==> config.mk <==
export PLATFORM = sky130hd
export DESIGN_NAME = xml_markup_tokenizer_unit
export DESIGN_NICKNAME = d
export VERILOG_FILES = /design/src/xmt_pkg.sv /design/src/xmt_classify.sv /design/src/xml_markup_tokenizer_unit.sv
export SDC_FILE = /design/constraint.sdc
export NUM_CORES = 1
export LEC_CHECK = 0
export ABC_AREA = 1
export BUFFER_PORTS_ARGS = -buffer_cell sky130_fd_sc_hd__buf_2
export CAP_MARGIN = 20
export CELL_PAD_IN_SITES_DETAIL_PLACEMENT = 1
export CELL_PAD_IN_SITES_GLOBAL_PLACEMENT = 2
export CORE_ASPECT_RATIO = 0.8
export CORE_MARGIN = 2
export CORE_UTILIZATION = 35
export CTS_BUF_LIST = sky130_fd_sc_hd__clkbuf_8
export DETAILED_ROUTE_END_ITERATION = 12
export PLACE_DENSITY = 0.91
export SYNTH_ARGS = -nofsm -noshare
export SYNTH_HDL_FRONTEND = slang
export SYNTH_SLANG_ARGS = --single-unit
==> constraint.sdc <==
create_clock -name i_clk -period 10.35 [get_ports i_clk]
set_input_delay 0.5175 -clock i_clk [delete_from_list [all_inputs] [get_ports i_clk]]
set_output_delay 0.5175 -clock i_clk [all_outputs]
set_load 0.03 [all_outputs]
==> src/xmt_pkg.sv <==
// ============================================================================
// xmt_pkg - shared types and constants of the XML markup tokenizer
// Parse phase codes, byte roles, event codes and the beat structs.
// ============================================================================
`default_nettype none

package xmt_pkg;

    localparam int unsigned POSITION_BITS_DEF = 32;

    typedef logic [4:0] t_phase;

    localparam t_phase PH_START      = 5'd0;
    localparam t_phase PH_OPEN       = 5'd1;
    localparam t_phase PH_CONTENT    = 5'd2;
    localparam t_phase PH_CHARDATA   = 5'd3;
    localparam t_phase PH_LT         = 5'd4;
    localparam t_phase PH_DECL_XML   = 5'd5;
    localparam t_phase PH_DECL_SPACE = 5'd6;
    localparam t_phase PH_DECL_AFTER = 5'd7;
    localparam t_phase PH_DECL_Q     = 5'd8;
    localparam t_phase PH_TAG_SPACE  = 5'd9;
    localparam t_phase PH_EMPTY_GT   = 5'd10;
    localparam t_phase PH_ETAG_SPACE = 5'd11;
    localparam t_phase PH_DONE       = 5'd12;
    localparam t_phase PH_NAME_BASE  = 5'd13;
    localparam t_phase PH_ATTR_BASE  = 5'd21;
    localparam t_phase PH_ATTR_END   = 5'd29;

    // name contexts
    localparam logic [1:0] CTX_ELEM      = 2'd0;
    localparam logic [1:0] CTX_TAG_ATTR  = 2'd1;
    localparam logic [1:0] CTX_DECL_ATTR = 2'd2;
    localparam logic [1:0] CTX_ETAG      = 2'd3;

    localparam logic [2:0] ROLE_MARKUP = 3'd0;
    localparam logic [2:0] ROLE_PREFIX = 3'd1;
    localparam logic [2:0] ROLE_NAME   = 3'd2;
    localparam logic [2:0] ROLE_VALUE  = 3'd3;
    localparam logic [2:0] ROLE_CHAR   = 3'd4;

    localparam logic [2:0] EV_NONE    = 3'd0;
    localparam logic [2:0] EV_DECL    = 3'd1;
    localparam logic [2:0] EV_START   = 3'd2;
    localparam logic [2:0] EV_EMPTY   = 3'd3;
    localparam logic [2:0] EV_END     = 3'd4;
    localparam logic [2:0] EV_CONTENT = 3'd5;

    typedef struct packed {
        t_phase     phase;
        logic       quote_dbl;
        logic [1:0] decl_stage;
        logic       err;
    } t_state;

    typedef struct packed {
        logic [2:0] role;
        logic       token_first;
        logic [2:0] event_done;
    } t_cls;

    typedef struct packed {
        logic [7:0] byte_in;
        logic       end_of_stream;
    } t_in_beat;

    typedef struct packed {
        logic [7:0]  byte_out;
        logic [31:0] byte_offset;
        logic [2:0]  role;
        logic        token_first;
        logic [2:0]  event_done;
        logic        error;
        logic        stream_done;
    } t_out_beat;

endpackage

`default_nettype wire

==> src/xmt_classify.sv <==
// ============================================================================
// xmt_classify - per-byte classifier
// Combinational next-state and role/event logic for one byte or end of stream.
// A byte may re-dispatch through a few phases in the same cycle.
// ============================================================================
`default_nettype none

module xmt_classify (
    input  wire xmt_pkg::t_state i_state,
    input  wire logic [7:0]      i_byte,
    input  wire logic            i_eos,
    output xmt_pkg::t_state      o_state,
    output xmt_pkg::t_cls        o_cls
);

    // longest chain: open -> name -> tag space -> attr name -> attr '='
    localparam int unsigned STEP_MAX = 5;

    typedef struct packed {
        xmt_pkg::t_state st;
        logic            again;
        xmt_pkg::t_cls   cls;
    } t_step;

    function automatic logic is_space(input logic [7:0] c);
        return c == 8'h09 || c == 8'h0A || c == 8'h0D || c == 8'h20;
    endfunction

    function automatic logic ends_name(input logic [7:0] c);
        return is_space(c) || c == "/" || c == "?" || c == "=" || c == ">";
    endfunction

    function automatic xmt_pkg::t_phase name_follow(input logic [1:0] ctx);
        xmt_pkg::t_phase p;
        unique case (ctx)
            xmt_pkg::CTX_ELEM:      p = xmt_pkg::PH_TAG_SPACE;
            xmt_pkg::CTX_TAG_ATTR:  p = xmt_pkg::PH_ATTR_BASE;
            xmt_pkg::CTX_DECL_ATTR: p = xmt_pkg::PH_ATTR_BASE + 5'd4;
            default:                p = xmt_pkg::PH_ETAG_SPACE;
        endcase
        return p;
    endfunction

    function automatic logic [7:0] xml_char(input logic [1:0] ds);
        logic [7:0] ch;
        unique case (ds)
            2'd0:    ch = "x";
            2'd1:    ch = "m";
            default: ch = "l";
        endcase
        return ch;
    endfunction

    function automatic t_step step(input xmt_pkg::t_state s, input logic [7:0] c);
        t_step           r;
        xmt_pkg::t_phase off;
        xmt_pkg::t_phase base;
        logic [1:0]      ctx;
        logic [1:0]      k;
        logic            actx;
        logic [7:0]      q;
        r.st      = s;
        r.again   = 1'b0;
        r.cls     = '{role: xmt_pkg::ROLE_MARKUP, token_first: 1'b0,
                      event_done: xmt_pkg::EV_NONE};
        off  = '0;
        base = '0;
        ctx  = '0;
        k    = '0;
        actx = 1'b0;
        q    = s.quote_dbl ? 8'h22 : 8'h27;
        if (s.phase >= xmt_pkg::PH_NAME_BASE && s.phase < xmt_pkg::PH_ATTR_BASE) begin
            off = s.phase - xmt_pkg::PH_NAME_BASE;
            ctx = off[2:1];
            if (ends_name(c)) begin
                r.st.phase = name_follow(ctx);
                r.again    = 1'b1;
            end else if (c == ":") begin
                r.cls.role = xmt_pkg::ROLE_PREFIX;
                r.st.phase = xmt_pkg::PH_NAME_BASE + 5'({ctx, 1'b0});
            end else begin
                r.cls.role        = xmt_pkg::ROLE_NAME;
                r.cls.token_first = ~off[0];
                r.st.phase        = xmt_pkg::PH_NAME_BASE + 5'({ctx, 1'b1});
            end
        end else if (s.phase >= xmt_pkg::PH_ATTR_BASE && s.phase < xmt_pkg::PH_ATTR_END) begin
            off  = s.phase - xmt_pkg::PH_ATTR_BASE;
            actx = off[2];
            k    = off[1:0];
            base = xmt_pkg::PH_ATTR_BASE + 5'({actx, 2'b00});
            if (k == 2'd0) begin
                if (c == "=") r.st.phase = base + 5'd1;
                else if (!is_space(c)) r.st.err = 1'b1;
            end else if (k == 2'd1) begin
                if (c == 8'h27 || c == 8'h22) begin
                    r.st.quote_dbl = (c == 8'h22);
                    r.st.phase     = base + 5'd2;
                end else if (!is_space(c)) begin
                    r.st.err = 1'b1;
                end
            end else begin
                if (c == "&" || c == "<") begin
                    r.st.err = 1'b1;
                end else if (c == q) begin
                    r.st.phase = actx ? xmt_pkg::PH_DECL_AFTER : xmt_pkg::PH_TAG_SPACE;
                end else begin
                    r.cls.role        = xmt_pkg::ROLE_VALUE;
                    r.cls.token_first = (k == 2'd2);
                    r.st.phase        = base + 5'd3;
                end
            end
        end else begin
            unique case (s.phase)
                xmt_pkg::PH_START: begin
                    if (c == "<") r.st.phase = xmt_pkg::PH_OPEN;
                    else r.st.err = 1'b1;
                end
                xmt_pkg::PH_OPEN: begin
                    if (c == "?") begin
                        r.st.decl_stage = 2'd0;
                        r.st.phase      = xmt_pkg::PH_DECL_XML;
                    end else begin
                        r.st.phase = xmt_pkg::PH_NAME_BASE;
                        r.again    = 1'b1;
                    end
                end
                xmt_pkg::PH_CONTENT: begin
                    if (c == "<") begin
                        r.st.phase = xmt_pkg::PH_LT;
                    end else begin
                        r.cls.role        = xmt_pkg::ROLE_CHAR;
                        r.cls.token_first = 1'b1;
                        r.st.phase        = xmt_pkg::PH_CHARDATA;
                    end
                end
                xmt_pkg::PH_CHARDATA: begin
                    if (c == "<") begin
                        r.cls.event_done = xmt_pkg::EV_CONTENT;
                        r.st.phase       = xmt_pkg::PH_LT;
                    end else begin
                        r.cls.role = xmt_pkg::ROLE_CHAR;
                    end
                end
                xmt_pkg::PH_LT: begin
                    if (c == "/") begin
                        r.st.phase = xmt_pkg::PH_NAME_BASE + 5'({xmt_pkg::CTX_ETAG, 1'b0});
                    end else if (c == "!" || c == "?") begin
                        r.st.err = 1'b1;
                    end else begin
                        r.st.phase = xmt_pkg::PH_NAME_BASE;
                        r.again    = 1'b1;
                    end
                end
                xmt_pkg::PH_DECL_XML: begin
                    if (s.decl_stage != 2'd3 && c == xml_char(s.decl_stage)) begin
                        if (s.decl_stage == 2'd2) begin
                            r.st.decl_stage = 2'd0;
                            r.st.phase      = xmt_pkg::PH_DECL_SPACE;
                        end else begin
                            r.st.decl_stage = s.decl_stage + 2'd1;
                        end
                    end else begin
                        r.st.err = 1'b1;
                    end
                end
                xmt_pkg::PH_DECL_SPACE: begin
                    if (!is_space(c)) begin
                        r.st.phase = xmt_pkg::PH_NAME_BASE
                                   + 5'({xmt_pkg::CTX_DECL_ATTR, 1'b0});
                        r.again    = 1'b1;
                    end
                end
                xmt_pkg::PH_DECL_AFTER: begin
                    priority if (is_space(c)) begin
                        r.st = s;
                    end else if (c == "e" && s.decl_stage == 2'd0) begin
                        r.st.decl_stage = 2'd1;
                        r.st.phase      = xmt_pkg::PH_NAME_BASE
                                        + 5'({xmt_pkg::CTX_DECL_ATTR, 1'b0});
                        r.again         = 1'b1;
                    end else if (c == "s" && s.decl_stage <= 2'd1) begin
                        r.st.decl_stage = 2'd2;
                        r.st.phase      = xmt_pkg::PH_NAME_BASE
                                        + 5'({xmt_pkg::CTX_DECL_ATTR, 1'b0});
                        r.again         = 1'b1;
                    end else if (c == "?") begin
                        r.st.phase = xmt_pkg::PH_DECL_Q;
                    end else begin
                        r.st.err = 1'b1;
                    end
                end
                xmt_pkg::PH_DECL_Q: begin
                    if (c == ">") begin
                        r.cls.event_done = xmt_pkg::EV_DECL;
                        r.st.phase       = xmt_pkg::PH_CONTENT;
                    end else begin
                        r.st.err = 1'b1;
                    end
                end
                xmt_pkg::PH_TAG_SPACE: begin
                    priority if (is_space(c)) begin
                        r.st = s;
                    end else if (c == "/") begin
                        r.st.phase = xmt_pkg::PH_EMPTY_GT;
                    end else if (c == ">") begin
                        r.cls.event_done = xmt_pkg::EV_START;
                        r.st.phase       = xmt_pkg::PH_CONTENT;
                    end else begin
                        r.st.phase = xmt_pkg::PH_NAME_BASE
                                   + 5'({xmt_pkg::CTX_TAG_ATTR, 1'b0});
                        r.again    = 1'b1;
                    end
                end
                xmt_pkg::PH_EMPTY_GT: begin
                    if (c == ">") begin
                        r.cls.event_done = xmt_pkg::EV_EMPTY;
                        r.st.phase       = xmt_pkg::PH_CONTENT;
                    end else begin
                        r.st.err = 1'b1;
                    end
                end
                xmt_pkg::PH_ETAG_SPACE: begin
                    priority if (is_space(c)) begin
                        r.st = s;
                    end else if (c == ">") begin
                        r.cls.event_done = xmt_pkg::EV_END;
                        r.st.phase       = xmt_pkg::PH_CONTENT;
                    end else begin
                        r.st.err = 1'b1;
                    end
                end
                default: begin
                    r.st = s;
                end
            endcase
        end
        return r;
    endfunction

    xmt_pkg::t_state cur;
    xmt_pkg::t_cls   cls;
    t_step           stp;
    logic            go;
    logic            eos_err;

    always_comb begin
        cur     = i_state;
        cls     = '{role: xmt_pkg::ROLE_MARKUP, token_first: 1'b0,
                    event_done: xmt_pkg::EV_NONE};
        stp     = '0;
        go      = 1'b1;
        eos_err = !(i_state.phase == xmt_pkg::PH_START
                    || i_state.phase == xmt_pkg::PH_OPEN
                    || i_state.phase == xmt_pkg::PH_CONTENT
                    || i_state.phase == xmt_pkg::PH_LT
                    || i_state.phase == xmt_pkg::PH_DONE)
                  && i_state.phase < xmt_pkg::PH_ATTR_END;
        if (i_eos) begin
            if (!i_state.err) begin
                if (i_state.phase == xmt_pkg::PH_CHARDATA) begin
                    cls.event_done = xmt_pkg::EV_CONTENT;
                end else if (eos_err) begin
                    cur.err = 1'b1;
                end
            end
            cur.phase = xmt_pkg::PH_DONE;
        end else begin
            // re-dispatch the same byte while a phase hands it on
            for (int i = 0; i < STEP_MAX; i++) begin
                if (go && !cur.err) begin
                    stp = step(cur, i_byte);
                    cur = stp.st;
                    cls = stp.cls;
                    go  = stp.again;
                end else begin
                    go = 1'b0;
                end
            end
        end
        if (cur.err) begin
            cls = '{role: xmt_pkg::ROLE_MARKUP, token_first: 1'b0,
                    event_done: xmt_pkg::EV_NONE};
        end
    end

    assign o_state = cur;
    assign o_cls   = cls;

endmodule

`default_nettype wire

==> src/xml_markup_tokenizer_unit.sv <==
// Each result beat is registered and appears in the cycle after its input beat is accepted.
// Throughput: one byte per cycle; the single output register is refilled in
// the cycle it drains, so input ready drops only while the output is stalled.
// Reset (synchronous, active low) returns the parser to document start, clears
// the sticky error, the byte position and the output valid.
// ============================================================================
// xml_markup_tokenizer_unit - streaming XML byte classifier
// Gives one result beat per input beat: byte role, token start, completed
// event, sticky error and end-of-stream marker.
// ============================================================================
`default_nettype none

module xml_markup_tokenizer_unit #(
    parameter int unsigned POSITION_BITS = xmt_pkg::POSITION_BITS_DEF
) (
    input  wire logic              i_clk,
    input  wire logic              i_rst_n,
    input  wire logic              i_in_valid,
    output logic                   o_in_ready,
    input  wire xmt_pkg::t_in_beat i_in_data,
    output logic                   o_out_valid,
    input  wire logic              i_out_ready,
    output xmt_pkg::t_out_beat     o_out_data
);

    xmt_pkg::t_state          r_state;
    xmt_pkg::t_state          n_state;
    xmt_pkg::t_cls            n_cls;
    logic [POSITION_BITS-1:0] r_pos;
    logic [POSITION_BITS-1:0] n_pos;
    logic                     r_out_valid;
    xmt_pkg::t_out_beat       r_out;
    xmt_pkg::t_out_beat       n_out;
    logic                     accept;

    assign o_in_ready = !r_out_valid || i_out_ready;
    assign accept     = i_in_valid && o_in_ready;

    xmt_classify u_classify (
        .i_state (r_state),
        .i_byte  (i_in_data.byte_in),
        .i_eos   (i_in_data.end_of_stream),
        .o_state (n_state),
        .o_cls   (n_cls)
    );

    // end of stream does not advance the position
    assign n_pos = i_in_data.end_of_stream ? r_pos : r_pos + 1'b1;

    always_comb begin
        n_out.byte_out    = i_in_data.end_of_stream ? 8'h00 : i_in_data.byte_in;
        n_out.byte_offset = 32'(r_pos);
        n_out.role        = n_cls.role;
        n_out.token_first = n_cls.token_first;
        n_out.event_done  = n_cls.event_done;
        n_out.error       = n_state.err;
        n_out.stream_done = i_in_data.end_of_stream;
    end

    always_ff @(posedge i_clk) begin
        if (!i_rst_n) begin
            r_state     <= '{phase: xmt_pkg::PH_START, quote_dbl: 1'b0,
                             decl_stage: 2'd0, err: 1'b0};
            r_pos       <= '0;
            r_out_valid <= 1'b0;
        end else begin
            if (accept) begin
                r_state     <= n_state;
                r_pos       <= n_pos;
                r_out_valid <= 1'b1;
            end else if (i_out_ready) begin
                r_out_valid <= 1'b0;
            end
        end
    end

    always_ff @(posedge i_clk) begin
        if (accept) begin
            r_out <= n_out;
        end
    end

    assign o_out_valid = r_out_valid;
    assign o_out_data  = r_out;

    // sticky error never clears outside reset
    a_err_sticky: assert property (@(posedge i_clk) disable iff (!i_rst_n)
        r_state.err |=> r_state.err)
        else $error("error flag cleared");

    // an erroneous beat carries no role, token start or event
    a_err_quiet: assert property (@(posedge i_clk) disable iff (!i_rst_n)
        o_out_valid && o_out_data.error |->
            o_out_data.role == xmt_pkg::ROLE_MARKUP && !o_out_data.token_first
            && o_out_data.event_done == xmt_pkg::EV_NONE)
        else $error("role or event reported after error");

    // a token start is never a markup byte
    a_first_role: assert property (@(posedge i_clk) disable iff (!i_rst_n)
        o_out_valid && o_out_data.token_first |->
            o_out_data.role != xmt_pkg::ROLE_MARKUP)
        else $error("token start on markup byte");

    // end-of-stream beat carries no byte and no role
    a_eos_beat: assert property (@(posedge i_clk) disable iff (!i_rst_n)
        o_out_valid && o_out_data.stream_done |->
            o_out_data.byte_out == 8'h00 && o_out_data.role == xmt_pkg::ROLE_MARKUP)
        else $error("end-of-stream beat carries data");

    // a stalled output beat holds its valid and bumps nothing
    a_stall_pos: assert property (@(posedge i_clk) disable iff (!i_rst_n)
        o_out_valid && !i_out_ready |=> o_out_valid && $stable(r_pos))
        else $error("position advanced while output stalled");

endmodule

`default_nettype wire
==> results of run 1 <==
-- final timing paths --
kind / end / slack [ns]
max reg2reg: o_out_data[6] / 0.76
min: o_out_valid / 0.45
max: o_out_data[6] / 0.76
min reg2reg: o_out_data[39] / 0.46
-- cell families after synthesis --
logic type / synth area share, %
buffers and inverters: 10.5
xor gates and xnor gates: 0.291
DFF: 19.9
AOI/OAI and AO/OA: 17.5
and+or+nand+nor: 46.2
adders and majority gates: 5.61
-- registers in the layout, indices dropped and copies added, names as in the netlist --
signal       flops
o_out_data      49
r_state          9
o_out_valid      1
r_pos           32
-- cells in the final DEF, fill, tap and decap left out, types with 5 or more instances in the layout --
cell type,n
sky130_fd_sc_hd__nor2_1,224
sky130_fd_sc_hd__inv_1,188
sky130_fd_sc_hd__o211ai_1,36
sky130_fd_sc_hd__nor2_2,19
sky130_fd_sc_hd__o2111ai_1,7
sky130_fd_sc_hd__nand3_1,167
sky130_fd_sc_hd__nand2_4,20
sky130_fd_sc_hd__clkbuf_8,9
sky130_fd_sc_hd__clkinv_2,5
sky130_fd_sc_hd__dfxtp_1,41
sky130_fd_sc_hd__a21oi_4,6
sky130_fd_sc_hd__nor3_1,26
sky130_fd_sc_hd__buf_4,49
sky130_fd_sc_hd__o21ai_1,20
sky130_fd_sc_hd__buf_2,63
sky130_fd_sc_hd__nor3b_1,5
sky130_fd_sc_hd__nand2_2,57
sky130_fd_sc_hd__nand4_1,43
sky130_fd_sc_hd__nor2_4,12
sky130_fd_sc_hd__nand2_1,523
sky130_fd_sc_hd__inv_2,50
sky130_fd_sc_hd__a21oi_1,102
sky130_fd_sc_hd__a21oi_2,10
sky130_fd_sc_hd__nand3_2,23
sky130_fd_sc_hd__o21ai_0,98
sky130_fd_sc_hd__ha_1,50
sky130_fd_sc_hd__a31oi_1,7
sky130_fd_sc_hd__o22ai_1,6
sky130_fd_sc_hd__edfxtp_1,49
-- per-stage QoR --
| stage | power (W) | std cells | utilization [%] | worst slack (ns) |
|---|---|---|---|---|
| 2_1_floorplan | 0.00204 | 1902 | - | 2.76 |
| 4_1_cts | 0.00291 | 2408 | 39.0 | 0.341 |
| 3_3_place_gp | 0.00262 | 2392 | 38.3 | 0.335 |
| 6_report | 0.00299 | 2418 | 39.3 | 0.761 |
| 5_1_grt | 0.00324 | 2418 | 39.3 | 0.0448 |
| 3_5_place_dp | 0.00265 | 2392 | 38.3 | 0.236 |
-- area by class of cell --
type | instances | area share, %
timing repair buffer | 113 | 5.49
clock buffer | 9 | 0.968
inverter | 249 | 7.47
multi-input combinational | 1522 | 63.2
clock inverter | 7 | 0.586
sequential | 91 | 18.1
tap | 427 | 4.17
-- worst max-delay path, delay by kind of cell (launching register included) --
| family | cells | cell delay [ns] |
|---|---|---|
| compound gates | 7 | 1.47 |
| fa+ha+maj | 4 | 0.87 |
| flops | 1 | 0.68 |
| simple gates | 42 | 5.15 |
| buf+inv | 8 | 1.12 |
-- metal layers --
layer / up-vias / track usage [%] / routed length (um)
met1: 6798 / 46.0 / 26100
li1: 6474 / - / -
met4: 0 / 6.65 / 1190
met5: - / 0 / 0
met3: 69 / 5.53 / 4270
met2: 544 / 44.8 / 22200
-- power breakdown --
part | leakage [nW] | internal, W | switching (W)
Clock | 0.0992 | 0.000113 | 0.000140
Sequential | 0.838 | 0.000395 | 0.0000139
Combinational | 5.34 | 0.000698 | 0.00163
Total | 6.28 | 0.00121 | 0.00179
-- repair_timing --
item / 4_1_cts / 5_1_grt
setup endpoints to repair: 0 / 14
setup buffers: 0 / 9
resized for setup: 0 / 14
==> results.json, run 1 <==
{
  "outcome": "completed",
  "most_used_standard_cell_by_instance_count_after_synthesis": "sky130_fd_sc_hd__nand2_1",
  "pin_count_of_the_biggest_net_entering_global_routing": 54,
  "number_of_flip_flops_and_latches_in_the_synthesized_netlist": 91,
  "worst-r2r-cell-count": 61,
  "finalWorstPathRequiredPeriod_ns": 9.59,
  "vias_per_cell": 5.74,
  "yosysTopAreaCellShare_pct": 17.0,
  "synthCells": 1902,
  "timing.setup.tns_ns": 0,
  "ys_async_sr_fraction_pct": 0,
  "fp.coreArea_um2": 32600,
  "worstSetupEndpointType": "flop",
  "timing.max_cap.violations": 0,
  "period_utilisation_layout_pct": 92.6,
  "route.detailed.wl_per_inst_um": 22.2,
  "worst-slew-pin-transition_ns": 0.931,
  "flow.area_growth_from_synthesis_pct": 10.3,
  "critical_path_startpoint_category": "flop",
  "hold_viol": 0,
  "ff_latch_area_um2": 2310,
  "maximum_fanout_count_along_the_critical_path": 10,
  "floorplan.die.width_um": 208,
  "drt_wl_total_um": 53700,
  "fill_cell_total_of_the_finished_layout": 4478,
  "hold_start": "i_out_ready",
  "synth.cells.most_frequent": "sky130_fd_sc_hd__nand2_1, sky130_fd_sc_hd__nor2_1, sky130_fd_sc_hd__inv_1",
  "min_path_cells": 4,
  "worst_setup_hold_path_clk_slew_ns": 0.10,
  "number_of_cts_inserted_buffers": 9,
  "rsz0062_at_grt": "no",
  "hold_slack_ns": 0.453,
  "floorplan.die_area_um2": 34600,
  "clkSinkCount": 91,
  "worstPathRequired_ns": 10.47,
  "worstSkewPairLatency_ns": 0.38,
  "cts.hold.buffers_added": 0,
  "ys_top_cells_by_area": "sky130_fd_sc_hd__nand2_1, sky130_fd_sc_hd__edfxtp_1, sky130_fd_sc_hd__nor2_1",
  "cts_root_buf": "sky130_fd_sc_hd__clkbuf_8",
  "most_frequent_cp_cell": "sky130_fd_sc_hd__nand2_1",
  "clock_tree.buffer_depth": 2,
  "first_global_vias": 13500,
  "nNetsFinal": 2051,
  "worst_reg2reg_path_startpoint": "r_state[6]",
  "critPathArrivalTime_ns": 9.71,
  "htree_levels": 3,
  "synth.avg_cell_area_um2": 6.10,
  "yosys_warning_total": 0,
  "hold_path_class": "input pin to flop",
  "grt.total_usage_pct": 30.5,
  "port-buffer-count": 63,
  "synth_top_area_cell": "sky130_fd_sc_hd__nand2_1",
  "io_pins": 64,
  "initial_antenna_violation_count": 0,
  "fmax_ghz": 0.104,
  "routabilityCongestion": 0.985,
  "sequential_element_share_of_the_synthesized_area_pct": 19.9,
  "synth_fp_nets": 1967,
  "power.leakage_nw": 6.28,
  "placed_area_um2": 12500,
  "report.final.slew_viol_count": 0,
  "multiInputGateArea_um2": 8100,
  "remaining_global_route_overflow": 0,
  "cts_tree": "yes",
  "yosys_most_used_dff": "sky130_fd_sc_hd__edfxtp_1",
  "grt_first_pass_wirelength_um": 82800,
  "slew-limit-headroom_pct": 37.4,
  "setup_viol": 0,
  "pwr_per_cell_area_nw_per_um2": 234,
  "route.antenna.remaining_nets": 0,
  "detail_route.iter0.violations": 1405,
  "start_util_pct": 35.6,
  "die_h_um": 167,
  "drc": 0,
  "peakVddDrop_uv": 84.7,
  "timing.critical_path.slowest_stage_cell": "sky130_fd_sc_hd__dfxtp_1",
  "firstDrtPassIters": 5,
  "synth_cell_type_count": 73,
  "dp_hpwl_um": 43000,
  "synthesis.area_um2": 11600,
  "layout-drive-gt1-share_pct": 17.9,
  "via_count": 13900,
  "critical_path.max_stage_delay_ns": 0.68,
  "num_antenna_cells": 0,
  "fp-row-count": 59,
  "synth-edff-count": 49,
  "launching_element_of_the_worst_setup_path": "r_state[6]",
  "postLayoutCellArea_um2": 12800,
  "worst-setup-path-type": "flop to flop",
  "worst_clock_skew_ns": 0.0117
}
Power figures use the tool's default switching activity.
==> run 2: changes to the inputs <==
MAX_ROUTING_LAYER = met4   (was default)
PLACE_DENSITY = default   (was 0.91)
PLACE_DENSITY_LB_ADDON = 0.1   (was default)
==> run 2 against run 1 <==
Setup slack better by 0.29 ns. Clock power decreased by 4%. Clock skew rose by 0.0025 ns. Global-route usage grew 1.9 points. Register-to-register slack gained 0.29 ns. Combinational power increased by 6%. Largest cell class unchanged. Routed wire length rose by 2.8%. Clock-buffer cell count is 1 higher. Sequential cell count stayed put. Critical path depth rose by 5. Design area up 1.9%. Critical endpoint unchanged.
==> results.json, run 2 (synthesis gave the netlist of run 1 again) <==
{
  "grt_first_pass_wirelength_um": 83800,
  "vias_per_cell": 5.63,
  "timing.critical_path.slowest_stage_cell": "sky130_fd_sc_hd__dfxtp_1",
  "io_pins": 64,
  "highest_count_cells_in_the_layout_ignoring_fill_and_taps": "sky130_fd_sc_hd__nand2_1, sky130_fd_sc_hd__nor2_1, sky130_fd_sc_hd__inv_1",
  "clock_tree.buffer_depth": 2,
  "launching_element_of_the_worst_setup_path": "r_state[4]",
  "finalWorstPathRequiredPeriod_ns": 9.30,
  "top_layer_used": "met4",
  "power.leakage_nw": 6.44,
  "timing.setup.tns_ns": 0,
  "critical_path.max_stage_delay_ns": 0.47,
  "detail_route.iter0.violations": 1157,
  "timing.max_cap.violations": 0,
  "slew-limit-headroom_pct": 34.1,
  "floorplan.die.width_um": 208,
  "worst_setup_hold_path_clk_slew_ns": 0.11,
  "dp.cells": 2434,
  "period_utilisation_layout_pct": 89.8,
  "pin_count_of_the_biggest_net_entering_global_routing": 54,
  "flow.area_growth_from_synthesis_pct": 12.4,
  "drt_wl_total_um": 55200,
  "wl_met2_um": 21900,
  "drc": 0,
  "maximum_fanout_count_along_the_critical_path": 12,
  "rsz0062_at_grt": "no",
  "setup_viol": 0,
  "clkSinkCount": 91,
  "route.detailed.wl_per_inst_um": 22.5,
  "worst-slew-pin-transition_ns": 0.977,
  "hold_start": "i_out_ready",
  "worstSetupEndpointType": "flop",
  "hold_viol": 0,
  "num_antenna_cells": 0,
  "critical_path_startpoint_category": "flop",
  "most_frequent_cp_cell": "sky130_fd_sc_hd__nand2_1",
  "dp_hpwl_um": 44600,
  "start_util_pct": 35.6,
  "fp-row-count": 59,
  "cts.hold.buffers_added": 0,
  "largest_register_ff_count": 49,
  "report.power.total_w": 0.00311,
  "fmax_ghz": 0.108,
  "route.layer.met1.wl_um": 26400,
  "fp.coreArea_um2": 32600,
  "worst_reg2reg_path_startpoint": "r_state[4]",
  "firstDrtPassIters": 7,
  "route.antenna.remaining_nets": 0,
  "remaining_global_route_overflow": 0,
  "worstPathRequired_ns": 10.48,
  "peakVddDrop_uv": 104,
  "via_count": 13800,
  "grt.total_usage_pct": 32.4,
  "number_of_cts_inserted_buffers": 9,
  "report.final.slew_viol_count": 0,
  "worst_clock_skew_ns": 0.0142,
  "cts_tree": "yes",
  "floorplan.die_area_um2": 34600,
  "worst-setup-path-type": "flop to flop",
  "first_global_vias": 13500,
  "final_common_cell": "sky130_fd_sc_hd__nand2_1",
  "die_h_um": 167,
  "pwr_per_cell_area_nw_per_um2": 239,
  "routabilityCongestion": 0.969,
  "wl_met3_um": 5440,
  "final_cells": 2451,
  "hold_path_class": "input pin to flop",
  "outcome": "completed",
  "nNetsFinal": 2084,
  "layout-drive-gt1-share_pct": 19.0,
  "port-buffer-count": 63,
  "critPathArrivalTime_ns": 9.43,
  "cts_root_buf": "sky130_fd_sc_hd__clkbuf_8",
  "initial_antenna_violation_count": 0,
  "worstSkewPairLatency_ns": 0.39,
  "htree_levels": 3
}
## run 2: routing by layer
metal / vias to the layer above / GRT usage (%)
met3: 92 / 8.94
met1: 6644 / 45.9
li1: 6523 / -
met5: - / -
met2: 530 / 44.8
met4: 0 / 8.66
## run 2: report_power, final
part / switching, W / internal (W)
Combinational: 0.00167 / 0.000794
Clock: 0.000144 / 0.0000989
Sequential: 0.0000132 / 0.000395
Total: 0.00183 / 0.00129
## run 2: final cells by class
cell class                 instances  area [um2]
fill                            4450       19500
multi-input combinational       1522        8090
sequential                        91        2310
inverter                         249         956
timing repair buffer             146         951
tap                              427         534
clock buffer                      10         138
clock inverter                     6        56.3
## run 2: worst max-delay path, delay by kind of cell, from the launching register on
kind	cells	cell delay, ns
adders and majority gates	5	1.14
DFF	1	0.47
AOI/OAI and AO/OA	8	1.03
buffers and inverters	11	1.46
and+or+nand+nor	42	4.91
## run 2: path summary, 6_finish.rpt
check	to	slack, ns	cells past startpoint
min	o_out_valid	0.41	4
max	o_out_data[6]	1.05	66
max reg2reg	o_out_data[6]	1.05	66
min reg2reg	o_out_data[39]	0.45	0
## run 2: metrics by stage
step	setup WS, ns	hold slack [ns]	instance area [um2]	util [%]
2_1_floorplan	2.76	0.408	11600	-
3_3_place_gp	0.774	0.413	12800	39.3
3_5_place_dp	0.667	0.430	12800	39.3
4_1_cts	0.719	0.388	13000	39.9
5_1_grt	0.0492	0.424	13000	40.1
6_report	1.05	0.414	13000	40.1
## run 2: timing repair
| action | 4_1_cts | 5_1_grt |
|---|---|---|
| setup endpoints to repair | 0 | 12 |
| setup buffers | 0 | 0 |
| resized for setup | 0 | 10 |
